## src/rtl/core/stable_priority_job_queue_top_defines.svh

```systemverilog
// Assertion macros for the job queue RTL.
// Depends on nothing; included by stable_priority_job_queue_top, the module that carries assertions.
`ifndef STABLE_PRIORITY_JOB_QUEUE_TOP_DEFINES_SVH
`define STABLE_PRIORITY_JOB_QUEUE_TOP_DEFINES_SVH

// Same-cycle implication, disabled while reset is high.
`define SPJQ_ASSERT_IMPLY(label, clk, rst, ante, cons, msg) \
   label: assert property (@(posedge clk) disable iff (rst) (ante) |-> (cons)) \
      else $error(msg);

// Next-cycle implication, disabled while reset is high.
`define SPJQ_ASSERT_NEXT(label, clk, rst, ante, cons, msg) \
   label: assert property (@(posedge clk) disable iff (rst) (ante) |=> (cons)) \
      else $error(msg);

`endif

```

## src/rtl/core/spjq_pkg.sv

```systemverilog
// Shared types and constants for the stable priority job queue.
// Depends on nothing; used by spjq_cell and stable_priority_job_queue_top.
package spjq_pkg;

   // Default number of job slots.
   localparam int unsigned QUEUE_DEPTH_DEF = 16;

   // Stream word widths.
   localparam int unsigned REQ_DATA_W = 48;
   localparam int unsigned REQ_USER_W = 1;
   localparam int unsigned RSP_DATA_W = 56;
   localparam int unsigned RSP_USER_W = 2;
   localparam int unsigned NUM_W      = 5;

   // Operation codes carried in the request tuser.
   localparam logic OP_INSERT  = 1'b0;
   localparam logic OP_EXTRACT = 1'b1;

   // Response status codes.
   typedef enum logic [1:0] {
      ST_OK       = 2'd0,
      ST_EMPTY    = 2'd1,
      ST_FULL     = 2'd2,
      ST_ZERO_PRI = 2'd3
   } status_type;

   // One stored job.
   typedef struct packed {
      logic [NUM_W-1:0]   num;
      logic [7:0]         act;
      logic signed [31:0] arg;
      logic [7:0]         pri;
   } entry_type;

   // Control broadcast to every cell of the chain.
   typedef struct packed {
      logic ins;   // write the new job into the slot at the tail
      logic rot;   // shift the chain one place toward slot 0
      logic keep;  // on a shift, wrap the head job around to the tail
   } cell_ctrl_type;

endpackage

```

## src/rtl/core/spjq_cell.sv

```systemverilog
// One job slot of the queue chain.
// Depends on spjq_pkg; instantiated by stable_priority_job_queue_top.
module spjq_cell #(
   parameter int unsigned QUEUE_DEPTH = spjq_pkg::QUEUE_DEPTH_DEF,
   parameter int unsigned CELL_INDEX  = 0
) (
   input  logic                                  clock,
   input  spjq_pkg::cell_ctrl_type               ctrl_i,
   input  logic [$clog2(QUEUE_DEPTH+1)-1:0]      len_i,
   input  spjq_pkg::entry_type                   ins_entry_i,
   input  spjq_pkg::entry_type                   next_entry_i,
   input  spjq_pkg::entry_type                   head_entry_i,
   output spjq_pkg::entry_type                   entry_o
);
   import spjq_pkg::*;

   localparam int unsigned LEN_W = $clog2(QUEUE_DEPTH + 1);
   localparam logic [LEN_W-1:0] POS      = LEN_W'(CELL_INDEX);
   localparam logic [LEN_W-1:0] POS_NEXT = LEN_W'(CELL_INDEX + 1);

   entry_type entry_ff;
   entry_type entry_in;

   // The tail slot takes a new job or the wrapped head; slots before it take
   // their neighbor's job on a shift.
   always_comb begin
      entry_in = entry_ff;
      priority if (ctrl_i.ins && (len_i == POS)) begin
         entry_in = ins_entry_i;
      end else if (ctrl_i.rot && (len_i > POS_NEXT)) begin
         entry_in = next_entry_i;
      end else if (ctrl_i.rot && ctrl_i.keep && (len_i == POS_NEXT)) begin
         entry_in = head_entry_i;
      end
   end

   // Slot contents are payload and need no reset.
   always_ff @(posedge clock) begin
      entry_ff <= entry_in;
   end

   assign entry_o = entry_ff;

endmodule

```

## src/rtl/core/stable_priority_job_queue_top.sv

```systemverilog
// Top level of the stable priority job queue: control and the cell chain.
// Depends on spjq_pkg, spjq_cell and stable_priority_job_queue_top_defines.svh.
//
//  Channel  Direction  tdata (low bit up)                         tuser
//  req      in         priority_req, argument, action_id          op
//  rsp      out        job_number, out_priority, out_argument,    status
//                      out_action_id, zero pad
//
// An insert, a refused insert or an extract from an empty queue gives its word
// in the cycle after acceptance. An extract from n stored jobs rotates the chain
// once in S_SCAN to find the job, once more in S_PURGE to squeeze it out, then
// loads the response in S_DONE once the response register is free. Reset clears
// the occupancy and the control; slot contents stay unknown. Requests are taken
// only in idle while the response register is free or being drained; a stalled
// response holds its word.
module stable_priority_job_queue_top #(
   parameter int unsigned QUEUE_DEPTH = spjq_pkg::QUEUE_DEPTH_DEF
) (
   input  logic                              clock,
   input  logic                              reset,
   input  logic                              req_tvalid,
   output logic                              req_tready,
   // priority_req [7:0], argument [39:8], action_id [47:40]
   input  logic [spjq_pkg::REQ_DATA_W-1:0]   req_tdata,
   // op [0]
   input  logic [spjq_pkg::REQ_USER_W-1:0]   req_tuser,
   output logic                              rsp_tvalid,
   input  logic                              rsp_tready,
   // job_number [4:0], out_priority [12:5], out_argument [44:13],
   // out_action_id [52:45], zero [55:53]
   output logic [spjq_pkg::RSP_DATA_W-1:0]   rsp_tdata,
   // status [1:0]
   output logic [spjq_pkg::RSP_USER_W-1:0]   rsp_tuser
);
   import spjq_pkg::*;
   `include "stable_priority_job_queue_top_defines.svh"

   localparam int unsigned LEN_W = $clog2(QUEUE_DEPTH + 1);
   localparam logic [LEN_W-1:0] DEPTH_LEN = LEN_W'(QUEUE_DEPTH);
   localparam logic [LEN_W-1:0] ONE_LEN   = LEN_W'(1);

   typedef enum logic [1:0] {
      S_IDLE,
      S_SCAN,
      S_PURGE,
      S_DONE
   } state_type;

   state_type        state_ff, state_in;
   logic [LEN_W-1:0] occ_ff, occ_in;
   logic [LEN_W-1:0] step_ff, step_in;
   logic [LEN_W-1:0] total_ff, total_in;
   logic [LEN_W-1:0] best_idx_ff, best_idx_in;
   entry_type        best_ff, best_in;
   logic             rsp_valid_ff, rsp_valid_in;
   status_type       rsp_status_ff, rsp_status_in;
   entry_type        rsp_entry_ff, rsp_entry_in;

   cell_ctrl_type    cell_ctrl;
   entry_type        ins_entry;
   entry_type        cell_q [QUEUE_DEPTH];
   entry_type        head;
   logic             rsp_free;
   logic             req_accept;
   logic [31:0]      num_wide;
   logic             last_step;

   assign head       = cell_q[0];
   assign rsp_free   = !rsp_valid_ff || rsp_tready;
   assign req_tready = (state_ff == S_IDLE) && rsp_free;
   assign req_accept = req_tvalid && req_tready;
   assign num_wide   = 32'(occ_ff) + 32'd1;
   assign last_step  = (step_ff == total_ff - ONE_LEN);

   // New job as it will be stored, numbered with the occupancy after insert.
   always_comb begin
      ins_entry.pri = req_tdata[7:0];
      ins_entry.arg = req_tdata[39:8];
      ins_entry.act = req_tdata[47:40];
      ins_entry.num = num_wide[NUM_W-1:0];
   end

   // Sequencer: immediate answers, the search rotation and the purge rotation.
   always_comb begin
      state_in      = state_ff;
      occ_in        = occ_ff;
      step_in       = step_ff;
      total_in      = total_ff;
      best_idx_in   = best_idx_ff;
      best_in       = best_ff;
      rsp_valid_in  = rsp_valid_ff && !rsp_tready;
      rsp_status_in = rsp_status_ff;
      rsp_entry_in  = rsp_entry_ff;
      cell_ctrl     = '0;

      unique case (state_ff)
         S_IDLE: begin
            if (req_accept) begin
               rsp_valid_in = 1'b1;
               rsp_entry_in = '0;
               if (req_tuser[0] == OP_INSERT) begin
                  priority if (ins_entry.pri == 8'd0) begin
                     rsp_status_in = ST_ZERO_PRI;
                  end else if (occ_ff == DEPTH_LEN) begin
                     rsp_status_in = ST_FULL;
                  end else begin
                     cell_ctrl.ins    = 1'b1;
                     occ_in           = occ_ff + ONE_LEN;
                     rsp_status_in    = ST_OK;
                     rsp_entry_in.num = ins_entry.num;
                  end
               end else if (occ_ff == '0) begin
                  rsp_status_in = ST_EMPTY;
               end else begin
                  rsp_valid_in = rsp_valid_ff && !rsp_tready;
                  total_in     = occ_ff;
                  step_in      = '0;
                  state_in     = S_SCAN;
               end
            end
         end
         S_SCAN: begin
            // The head passes by once per cycle; a strictly higher priority wins.
            cell_ctrl.rot  = 1'b1;
            cell_ctrl.keep = 1'b1;
            if ((step_ff == '0) || (head.pri > best_ff.pri)) begin
               best_in     = head;
               best_idx_in = step_ff;
            end
            if (last_step) begin
               step_in  = '0;
               state_in = S_PURGE;
            end else begin
               step_in = step_ff + ONE_LEN;
            end
         end
         S_PURGE: begin
            // Rotate again, dropping the chosen job instead of wrapping it.
            cell_ctrl.rot  = 1'b1;
            cell_ctrl.keep = (step_ff != best_idx_ff);
            if (step_ff == best_idx_ff) begin
               occ_in = occ_ff - ONE_LEN;
            end
            if (last_step) begin
               state_in = S_DONE;
            end else begin
               step_in = step_ff + ONE_LEN;
            end
         end
         S_DONE: begin
            if (rsp_free) begin
               rsp_valid_in  = 1'b1;
               rsp_status_in = ST_OK;
               rsp_entry_in  = best_ff;
               state_in      = S_IDLE;
            end
         end
         default: begin
            state_in = S_IDLE;
         end
      endcase
   end

   // State and registered outputs; payload fields are not reset.
   always_ff @(posedge clock) begin
      if (reset) begin
         state_ff     <= S_IDLE;
         occ_ff       <= '0;
         rsp_valid_ff <= 1'b0;
      end else begin
         state_ff     <= state_in;
         occ_ff       <= occ_in;
         rsp_valid_ff <= rsp_valid_in;
      end
      step_ff       <= step_in;
      total_ff      <= total_in;
      best_idx_ff   <= best_idx_in;
      best_ff       <= best_in;
      rsp_status_ff <= rsp_status_in;
      rsp_entry_ff  <= rsp_entry_in;
   end

   // Chain of job slots; the last slot's neighbor input is tied to slot 0 but never selected.
   for (genvar i = 0; i < QUEUE_DEPTH; i++) begin : g_cell
      entry_type next_entry;
      if (i == QUEUE_DEPTH - 1) begin : g_last
         assign next_entry = cell_q[0];
      end else begin : g_mid
         assign next_entry = cell_q[i+1];
      end
      spjq_cell #(
         .QUEUE_DEPTH (QUEUE_DEPTH),
         .CELL_INDEX  (i)
      ) u_cell (
         .clock        (clock),
         .ctrl_i       (cell_ctrl),
         .len_i        (occ_ff),
         .ins_entry_i  (ins_entry),
         .next_entry_i (next_entry),
         .head_entry_i (head),
         .entry_o      (cell_q[i])
      );
   end

   // Response word.
   assign rsp_tvalid = rsp_valid_ff;
   assign rsp_tuser  = RSP_USER_W'(rsp_status_ff);
   assign rsp_tdata  = {3'b000, rsp_entry_ff.act, rsp_entry_ff.arg,
                        rsp_entry_ff.pri, rsp_entry_ff.num};

   `SPJQ_ASSERT_IMPLY(a_occ_bound, clock, reset, 1'b1, occ_ff <= DEPTH_LEN, "occupancy overflow")
   `SPJQ_ASSERT_NEXT(a_one_drop, clock, reset, (state_ff == S_PURGE) && last_step, occ_ff == $past(total_ff) - ONE_LEN, "purge did not remove exactly one job")
   `SPJQ_ASSERT_IMPLY(a_best_range, clock, reset, state_ff == S_PURGE, best_idx_ff < total_ff, "chosen job outside the queue")
   `SPJQ_ASSERT_NEXT(a_accept_moves, clock, reset, req_accept, rsp_valid_ff || (state_ff == S_SCAN), "accepted request left no trace")

endmodule

```

## config.mk

```make
export PLATFORM = sky130hd
export DESIGN_NAME = stable_priority_job_queue_top
export DESIGN_NICKNAME = d
export VERILOG_FILES = /design/src/rtl/core/spjq_pkg.sv /design/src/rtl/core/spjq_cell.sv /design/src/rtl/core/stable_priority_job_queue_top.sv
export VERILOG_INCLUDE_DIRS = /design/src /design/src/rtl/core
export SDC_FILE = /design/constraint.sdc
export NUM_CORES = 2
export LEC_CHECK = 0
export BUFFER_PORTS_ARGS = -buffer_cell sky130_fd_sc_hd__clkbuf_2
export CORE_ASPECT_RATIO = 0.8
export CORE_MARGIN = 2
export CORE_UTILIZATION = 54
export CTS_CLUSTER_SIZE = 8
export DETAILED_ROUTE_END_ITERATION = 12
export PLACE_DENSITY = 0.7
export SETUP_SLACK_MARGIN = 0.02
export SLEW_MARGIN = 20
export SYNTH_ARGS = -nofsm -noshare
export SYNTH_HDL_FRONTEND = slang
export SYNTH_SLANG_ARGS = --single-unit
```

## constraint.sdc

```tcl
create_clock -name clock -period 22.4 [get_ports clock]
set_input_delay 2.24 -clock clock [delete_from_list [all_inputs] [get_ports clock]]
set_output_delay 2.24 -clock clock [all_outputs]
set_load 0.02 [all_outputs]
```

Word-level counts from Yosys, hierarchy flattened
Index checks and enable logic that the tools add are counted.
{"block": "totals", "wordCells": 310, "regBits": 979}
{"block": "op_classes", "add_sub_neg": 5, "magnitude_cmp": 17, "eq_ne": 34, "reduce_logical": 85, "muxes": 89, "bitwise": 1}
{"op": "two-way mux 53 bit", "count": 49}
{"op": "case mux 53 bit (2 select lines)", "count": 1}
{"op": "two-way mux 5 bit", "count": 13}
{"op": "logical AND 1 bit", "count": 51}
{"op": "nonzero test 3 bit", "count": 16}
{"op": "== test 5 x 4 -> 1 bit (second input constant)", "count": 8}
{"op": "greater-than comparator 5 x 4 -> 1 bit (second input constant)", "count": 8}
{"op": "two-way mux 2 bit", "count": 11}
{"op": "inequality test 2 bit (second input constant)", "count": 11}
{"op": "== test 5 x 3 -> 1 bit (second input constant)", "count": 4}
{"op": "greater-than comparator 5 x 3 -> 1 bit (second input constant)", "count": 4}
{"op": "adder 5 x 1 -> 5 bit (second input constant)", "count": 3}
{"op": "case mux 5 bit (3 select lines)", "count": 1}
{"op": "AND reduction 6 bit", "count": 2}
{"op": "== test 5 x 2 -> 1 bit (second input constant)", "count": 2}
{"op": "== test 5 bit", "count": 2}
{"op": "greater-than comparator 5 x 2 -> 1 bit (second input constant)", "count": 2}
{"op": "zero test 5 bit", "count": 2}
{"op": "case mux 5 bit (2 select lines)", "count": 1}
{"op": "subtractor 5 x 1 -> 5 bit (second input constant)", "count": 2}
{"op": "two-way mux 1 bit", "count": 9}
{"op": "greater-than comparator 8 bit", "count": 1}
{"op": "zero test 8 bit", "count": 1}
{"op": "case mux 2 bit (2 select lines)", "count": 2}
{"op": "other kinds (19)", "count": 25}

Logic depth before layout (Yosys ltp)
{"block": "logic_depth", "word_depth": 8, "ltp_mapped": 11, "mapped_depth_nobuf": 7}

Hierarchy
From an unflattened synthesis, not the netlist that was laid out.
{"block": "unflattened", "cells_unflattened": 5155, "area_unflattened_um2": 56541.7}
{"module": "stable_priority_job_queue_top", "area_each_um2": 5341.4, "n_inst": 1, "seq_area_each_um2": 3853.7, "cells_each": 354}
{"module": "spjq_cell (g_cell[1].u_cell)", "area_each_um2": 3912.5, "n_inst": 1, "seq_area_each_um2": 1591.5, "cells_each": 428}
{"module": "spjq_cell (g_cell[3].u_cell)", "area_each_um2": 3638.5, "n_inst": 1, "seq_area_each_um2": 1591.5, "cells_each": 379}
{"module": "spjq_cell (g_cell[5].u_cell)", "area_each_um2": 3598.5, "n_inst": 1, "seq_area_each_um2": 1591.5, "cells_each": 373}
{"module": "spjq_cell (g_cell[2].u_cell)", "area_each_um2": 3368.2, "n_inst": 1, "seq_area_each_um2": 1591.5, "cells_each": 294}
{"module": "spjq_cell (g_cell[14].u_cell)", "area_each_um2": 3308.2, "n_inst": 1, "seq_area_each_um2": 1591.5, "cells_each": 175}
{"module": "spjq_cell (g_cell[11].u_cell)", "area_each_um2": 3180.6, "n_inst": 1, "seq_area_each_um2": 1591.5, "cells_each": 322}
{"module": "spjq_cell (g_cell[15].u_cell)", "area_each_um2": 3161.8, "n_inst": 1, "seq_area_each_um2": 1591.5, "cells_each": 318}
{"module": "spjq_cell (g_cell[7].u_cell)", "area_each_um2": 3153.0, "n_inst": 1, "seq_area_each_um2": 1591.5, "cells_each": 319}
{"module": "spjq_cell (g_cell[0].u_cell)", "area_each_um2": 3120.5, "n_inst": 1, "seq_area_each_um2": 1591.5, "cells_each": 242}
{"module": "spjq_cell (g_cell[13].u_cell)", "area_each_um2": 3105.5, "n_inst": 1, "seq_area_each_um2": 1591.5, "cells_each": 253}
{"module": "spjq_cell (g_cell[8].u_cell)", "area_each_um2": 3056.7, "n_inst": 1, "seq_area_each_um2": 1591.5, "cells_each": 259}
{"module": "spjq_cell (g_cell[9].u_cell)", "area_each_um2": 2984.1, "n_inst": 1, "seq_area_each_um2": 1591.5, "cells_each": 314}
{"module": "spjq_cell (g_cell[12].u_cell)", "area_each_um2": 2975.4, "n_inst": 1, "seq_area_each_um2": 1591.5, "cells_each": 313}
{"module": "+3 rows"}

Least setup slack after synthesis
OpenSTA, ideal clock, no wires.
{"block": "synth_timing", "kind": "register to register", "start": "reg state_ff[0]", "end": "reg g_cell[13].u_cell.entry_ff, in the netlist g_cell[13].u_cell.entry_o[0], enable pin", "arrival_time_ns": 7.671, "stages_incl_launch_ff": 7, "n_path_buf": 2, "setup_ns": 0.647, "setup_slack_ns": 14.083, "period_less_slack_ns": 8.317, "cell_sequence": "dfxtp_1 > inv_1 > ha_1 > clkbuf_1 > buf_1 > o311ai_0 > o311ai_0"}
{"block": "synth_between", "elab_chain_cells": 7, "word_cells_on_any_way": 13, "classes_between": "eq/ne (2); mux (3); reduce/logical (8)"}
{"item": "start, declared", "line": "stable_priority_job_queue_top.sv:49", "rtl": "state_type state_ff, state_in;"}
{"item": "start signal, assigned", "line": "stable_priority_job_queue_top.sv:171", "rtl": "state_ff <= state_in;"}
{"item": "zero test 2 bit", "line": "stable_priority_job_queue_top.sv:70, stable_priority_job_queue_top.sv:96"}
{"item": "logical AND 1 bit", "line": "stable_priority_job_queue_top.sv:70", "rtl": "assign req_tready = (state_ff == S_IDLE) && rsp_free;"}
{"item": "logical AND 1 bit", "line": "stable_priority_job_queue_top.sv:71", "rtl": "assign req_accept = req_tvalid && req_tready;"}
{"item": "two-way mux 1 bit", "line": "stable_priority_job_queue_top.sv:98", "rtl": "if (req_accept) begin"}
{"item": "two-way mux 1 bit", "line": "stable_priority_job_queue_top.sv:96", "rtl": "unique case (state_ff)"}
{"item": "logical AND 1 bit", "line": "spjq_cell.sv:28", "rtl": "priority if (ctrl_i.ins && (len_i == POS)) begin"}
{"item": "nonzero test 3 bit (no source line) *"}
{"item": "end signal, assigned", "line": "spjq_cell.sv:39", "rtl": "entry_ff <= entry_in;"}
{"item": "end, declared", "line": "spjq_cell.sv:21", "rtl": "entry_type entry_ff;"}
Mark *: on every way between the ends. The rest lies on a longest branch, timed or not.
A chain may end at the register's enable or synchronous reset.

Final worst setup path
{"block": "layout_timing", "start": "in req_tvalid", "end": "reg g_cell[3].u_cell.entry_ff, in the netlist g_cell[3].u_cell.entry_o[15], enable pin"}
{"block": "layout_between", "elab_chain_cells": 5}
{"item": "start, declared", "line": "stable_priority_job_queue_top.sv:21", "rtl": "input logic req_tvalid,"}
{"item": "logical AND 1 bit", "line": "stable_priority_job_queue_top.sv:71"}
{"item": "two-way mux 1 bit", "line": "stable_priority_job_queue_top.sv:98"}
{"item": "two-way mux 1 bit", "line": "stable_priority_job_queue_top.sv:96"}
{"item": "logical AND 1 bit", "line": "spjq_cell.sv:28"}
{"item": "nonzero test 3 bit (no source line)"}
{"item": "end signal, assigned", "line": "spjq_cell.sv:39"}
{"item": "end, declared", "line": "spjq_cell.sv:21"}
Every way passes these cells.

==> results.md <==
* Status: completed
* Routed WL at roughly 120,000 µm
* HPWL after DPL at approximately 70,000 µm
* Worst VDD drop at 70.0 µV
* Slew headroom at between 20% and 30%
* Wirelength per Cell at 25.3 µm
* Residual DRC at 0
* Total track usage at 26.9%
* Clock sink count at around 980
* Vias in the first global route at roughly 30,000
* Die width at 340 µm
* Inserted Diodes at 0
* Synth warn at 0
* Crit path cell chain: clkbuf_2 > inv_1 > or4_1 > nor3_4 > nand3_4 > o211ai_1 > buf_4
* Largest net degree at the start of global routing at ~100
* Share of cells above drive strength 1 at between 20% and 30%
* Clock Root Buffer: clkbuf_16
* Cell with the most instances after synthesis: edfxtp_1
* Finished Layout Cells at a little under 5,000
* Critical Path AT at ~6.1 ns
* Total number of vias at roughly 30,000
* Synth Instances at between 3,000 and 4,000
* Gpl congestion at around 0.83
* Total congestion overflow at 0
* Sequential fraction of the synthesis area at ~60%
* TritonCTS clock tree: done
* Share of the synthesized area in the top cell type at roughly three fifths
* IO Count at roughly 110
* Final #Nets at approximately 3,800
* Synth Register Bits at around 980
* Initial antenna violation count at 0
* Die Y at roughly 270 µm
* RSZ-0062 raised after global routing: false
* Final Max Slew Viols at 0
* Total core area at 89,400 µm²
* Max Cap Viol at 0
* Site Rows at slightly below 100
* Number of enable flip-flop cells after synthesis at 971
* Hold buffer count at cts at 0
* Maximum buffer depth of the clock tree at 3
* Post-synth top cells: 971 x edfxtp_1, 572 x mux2_2, 522 x mux2i_1
* Setup TNS at 0 ns
* Setup crit end kind: flop
* HP Class: reg2reg
* Top cells by area, synth: edfxtp_1 60%, mux2_2 13%, mux2i_1 11%
* Die area at approximately 93,000 µm²
* Leakage power at 20.0 nW
* PortBufs at 109
* Crit share post-route at around a quarter
* DRT antenna net count at 0
* Synth cell types at just over 60
* Number of buffers created by CTS at 140
* Crit path kind: in2reg
* Register Area at a little under 30,000 µm²
* Min Tclk post-route at 5.78 ns
* Clk_lat worst skew at 0.74 ns
* Area of the multi-input gates at approximately 18,000 µm²
* Max incr delay on CP at 0.92 ns
* Setup violators final at 0
* Number of post-CTS setup repair buffers at 0
* Top_reg_cell synth: edfxtp_1
* Htree depth at 4
* Synth Cell Area at 48,800 µm²
* CP max stage cell: nand3_4
* PostCTS Resize Cnt at 0
* CP Launch Type: primary input
* Initial Utilization at 54.6%
* Fill cells at slightly below 7,000
* PD cells at between 80 and 90 nW/µm²
* Crit-path max FO at 53
* Global-route wire length before repair at roughly 190,000 µm
* Tightest Pin Transition at around 1.2 ns
* # placed instances at approximately 4,700
* Iteration-0 DRC Markers at between 3,000 and 4,000
* Largest delay contributor family on the critical path: simple AND/OR/NAND/NOR gates
* Clock-pin slew on the worst setup and hold paths at approximately 0.050 ns
* Pre-antenna DRT Iters at 5
* Ys async rst share at 0%
* Final Skew at roughly 0.017 ns
* Leading area contributor after synthesis: edfxtp_1
* CP Data Required Time at about 23 ns
* Buf/Inv on CP at 3
* Vias per Instance at 6.18
* Post-Syn Area per Cell at ~13 µm²
* Final core occ at approximately three fifths
* Final Hold Viols at 0
* Area Growth Syn to Fin at 11.2%
* FMAX at 0.173 GHz
## worst paths after layout
kind | from | endpoint | slack [ns] | depth (start not counted)
worst max-delay path | req_tvalid | g_cell[3].u_cell.entry_o[15] | 16.62 | 7
worst min-delay path | occ_ff[4] | total_ff[4] | 0.47 | 0
worst max register to register | state_ff[0] | g_cell[3].u_cell.entry_o[15] | 17.47 | 8
worst min register to register | occ_ff[4] | total_ff[4] | 0.47 | 0
## placed cells by master (no fill, tap or decap), drive strengths merged, types with 5 or more instances in the layout
cell type / synthesis / routed
edfxtp: 971 / 971
mux2: 584 / 584
mux2i: 522 / 522
nand2: 491 / 491
o21ai: 482 / 482
clkbuf: 239 / 258
buf: 111 / 77
and2: 43 / 43
nor2: 39 / 39
inv: 26 / 36
ha: 20 / 20
nand3: 16 / 16
nor4: 14 / 14
xnor2: 13 / 13
a21oi: 13 / 13
nand2b: 9 / 9
o211ai: 8 / 8
dfxtp: 8 / 8
nor3: 8 / 8
or4: 7 / 7
nor2b: 7 / 7
or3: 7 / 7
xor2: 6 / 6
o31ai: 6 / 6
a31oi: 5 / 5
## state kept, by name (all words and copies together) (netlist names)
name                   flops
occ_ff                     5
rsp_tuser                  2
step_ff                    5
rsp_tvalid                 1
state_ff                   2
g_cell.u_cell.entry_o    848
best_idx_ff                5
rsp_tdata                 53
total_ff                   5
best_ff                   53
## power breakdown
group	leakage, nW	switching (mW)	internal [mW]	total, mW
registers	8.87	0.0887	2.15	2.24
logic	9.31	0.284	0.244	0.528
clock network	1.86	0.766	1.14	1.91
## metrics by stage
| step | total power [mW] | area [µm²] | setup slack (ns) | hold slack [ns] |
|---|---|---|---|---|
| floorplan | 2.63 | 48800 | 14.08 | 0.403 |
| global placement | 2.78 | 50300 | 16.02 | 0.445 |
| detailed placement | 2.80 | 50300 | 15.96 | 0.452 |
| CTS | 4.71 | 54100 | 16.73 | 0.468 |
| global route | 4.85 | 54200 | 16.48 | 0.485 |
| finish | 4.68 | 54200 | 16.62 | 0.466 |
## kinds of logic (layout without fill, tap and decap cells)
group	after synthesis	count (layout)	synth area share [%]
AO/OA/AOI/OAI	541	541	5.84
XOR/XNOR	19	19	0.341
adder cells (fa/ha/maj)	20	20	0.513
buffers and inverters	378	376	3.12
flip-flops	979	979	60.1
multiplexers	1106	1106	24.2
other	1	3	0.00769
AND/OR/NAND/NOR	656	656	5.86
## area by class of cell
type	instances	area share (%)
flip-flops and latches	979	54.1
multi-input cells	2345	33.7
clock buffers	149	6.64
well taps	1200	2.77
repair buffers	186	2.21
clock inverters	13	0.360
inverters	28	0.194
## layer usage
| metal | GRT usage [%] | part of all wire [%] | routed length (µm) | vias up |
|---|---|---|---|---|
| met5 | 0 | 0 | 0 | - |
| met1 | 39.8 | 45 | 55900 | 15200 |
| met3 | 5.54 | 9.0 | 11200 | 175 |
| met2 | 40.4 | 44 | 54600 | 1301 |
| li1 | - | - | - | 13700 |
| met4 | 7.71 | 1.9 | 2330 | 0 |
(Power assumes the default switching activity.)
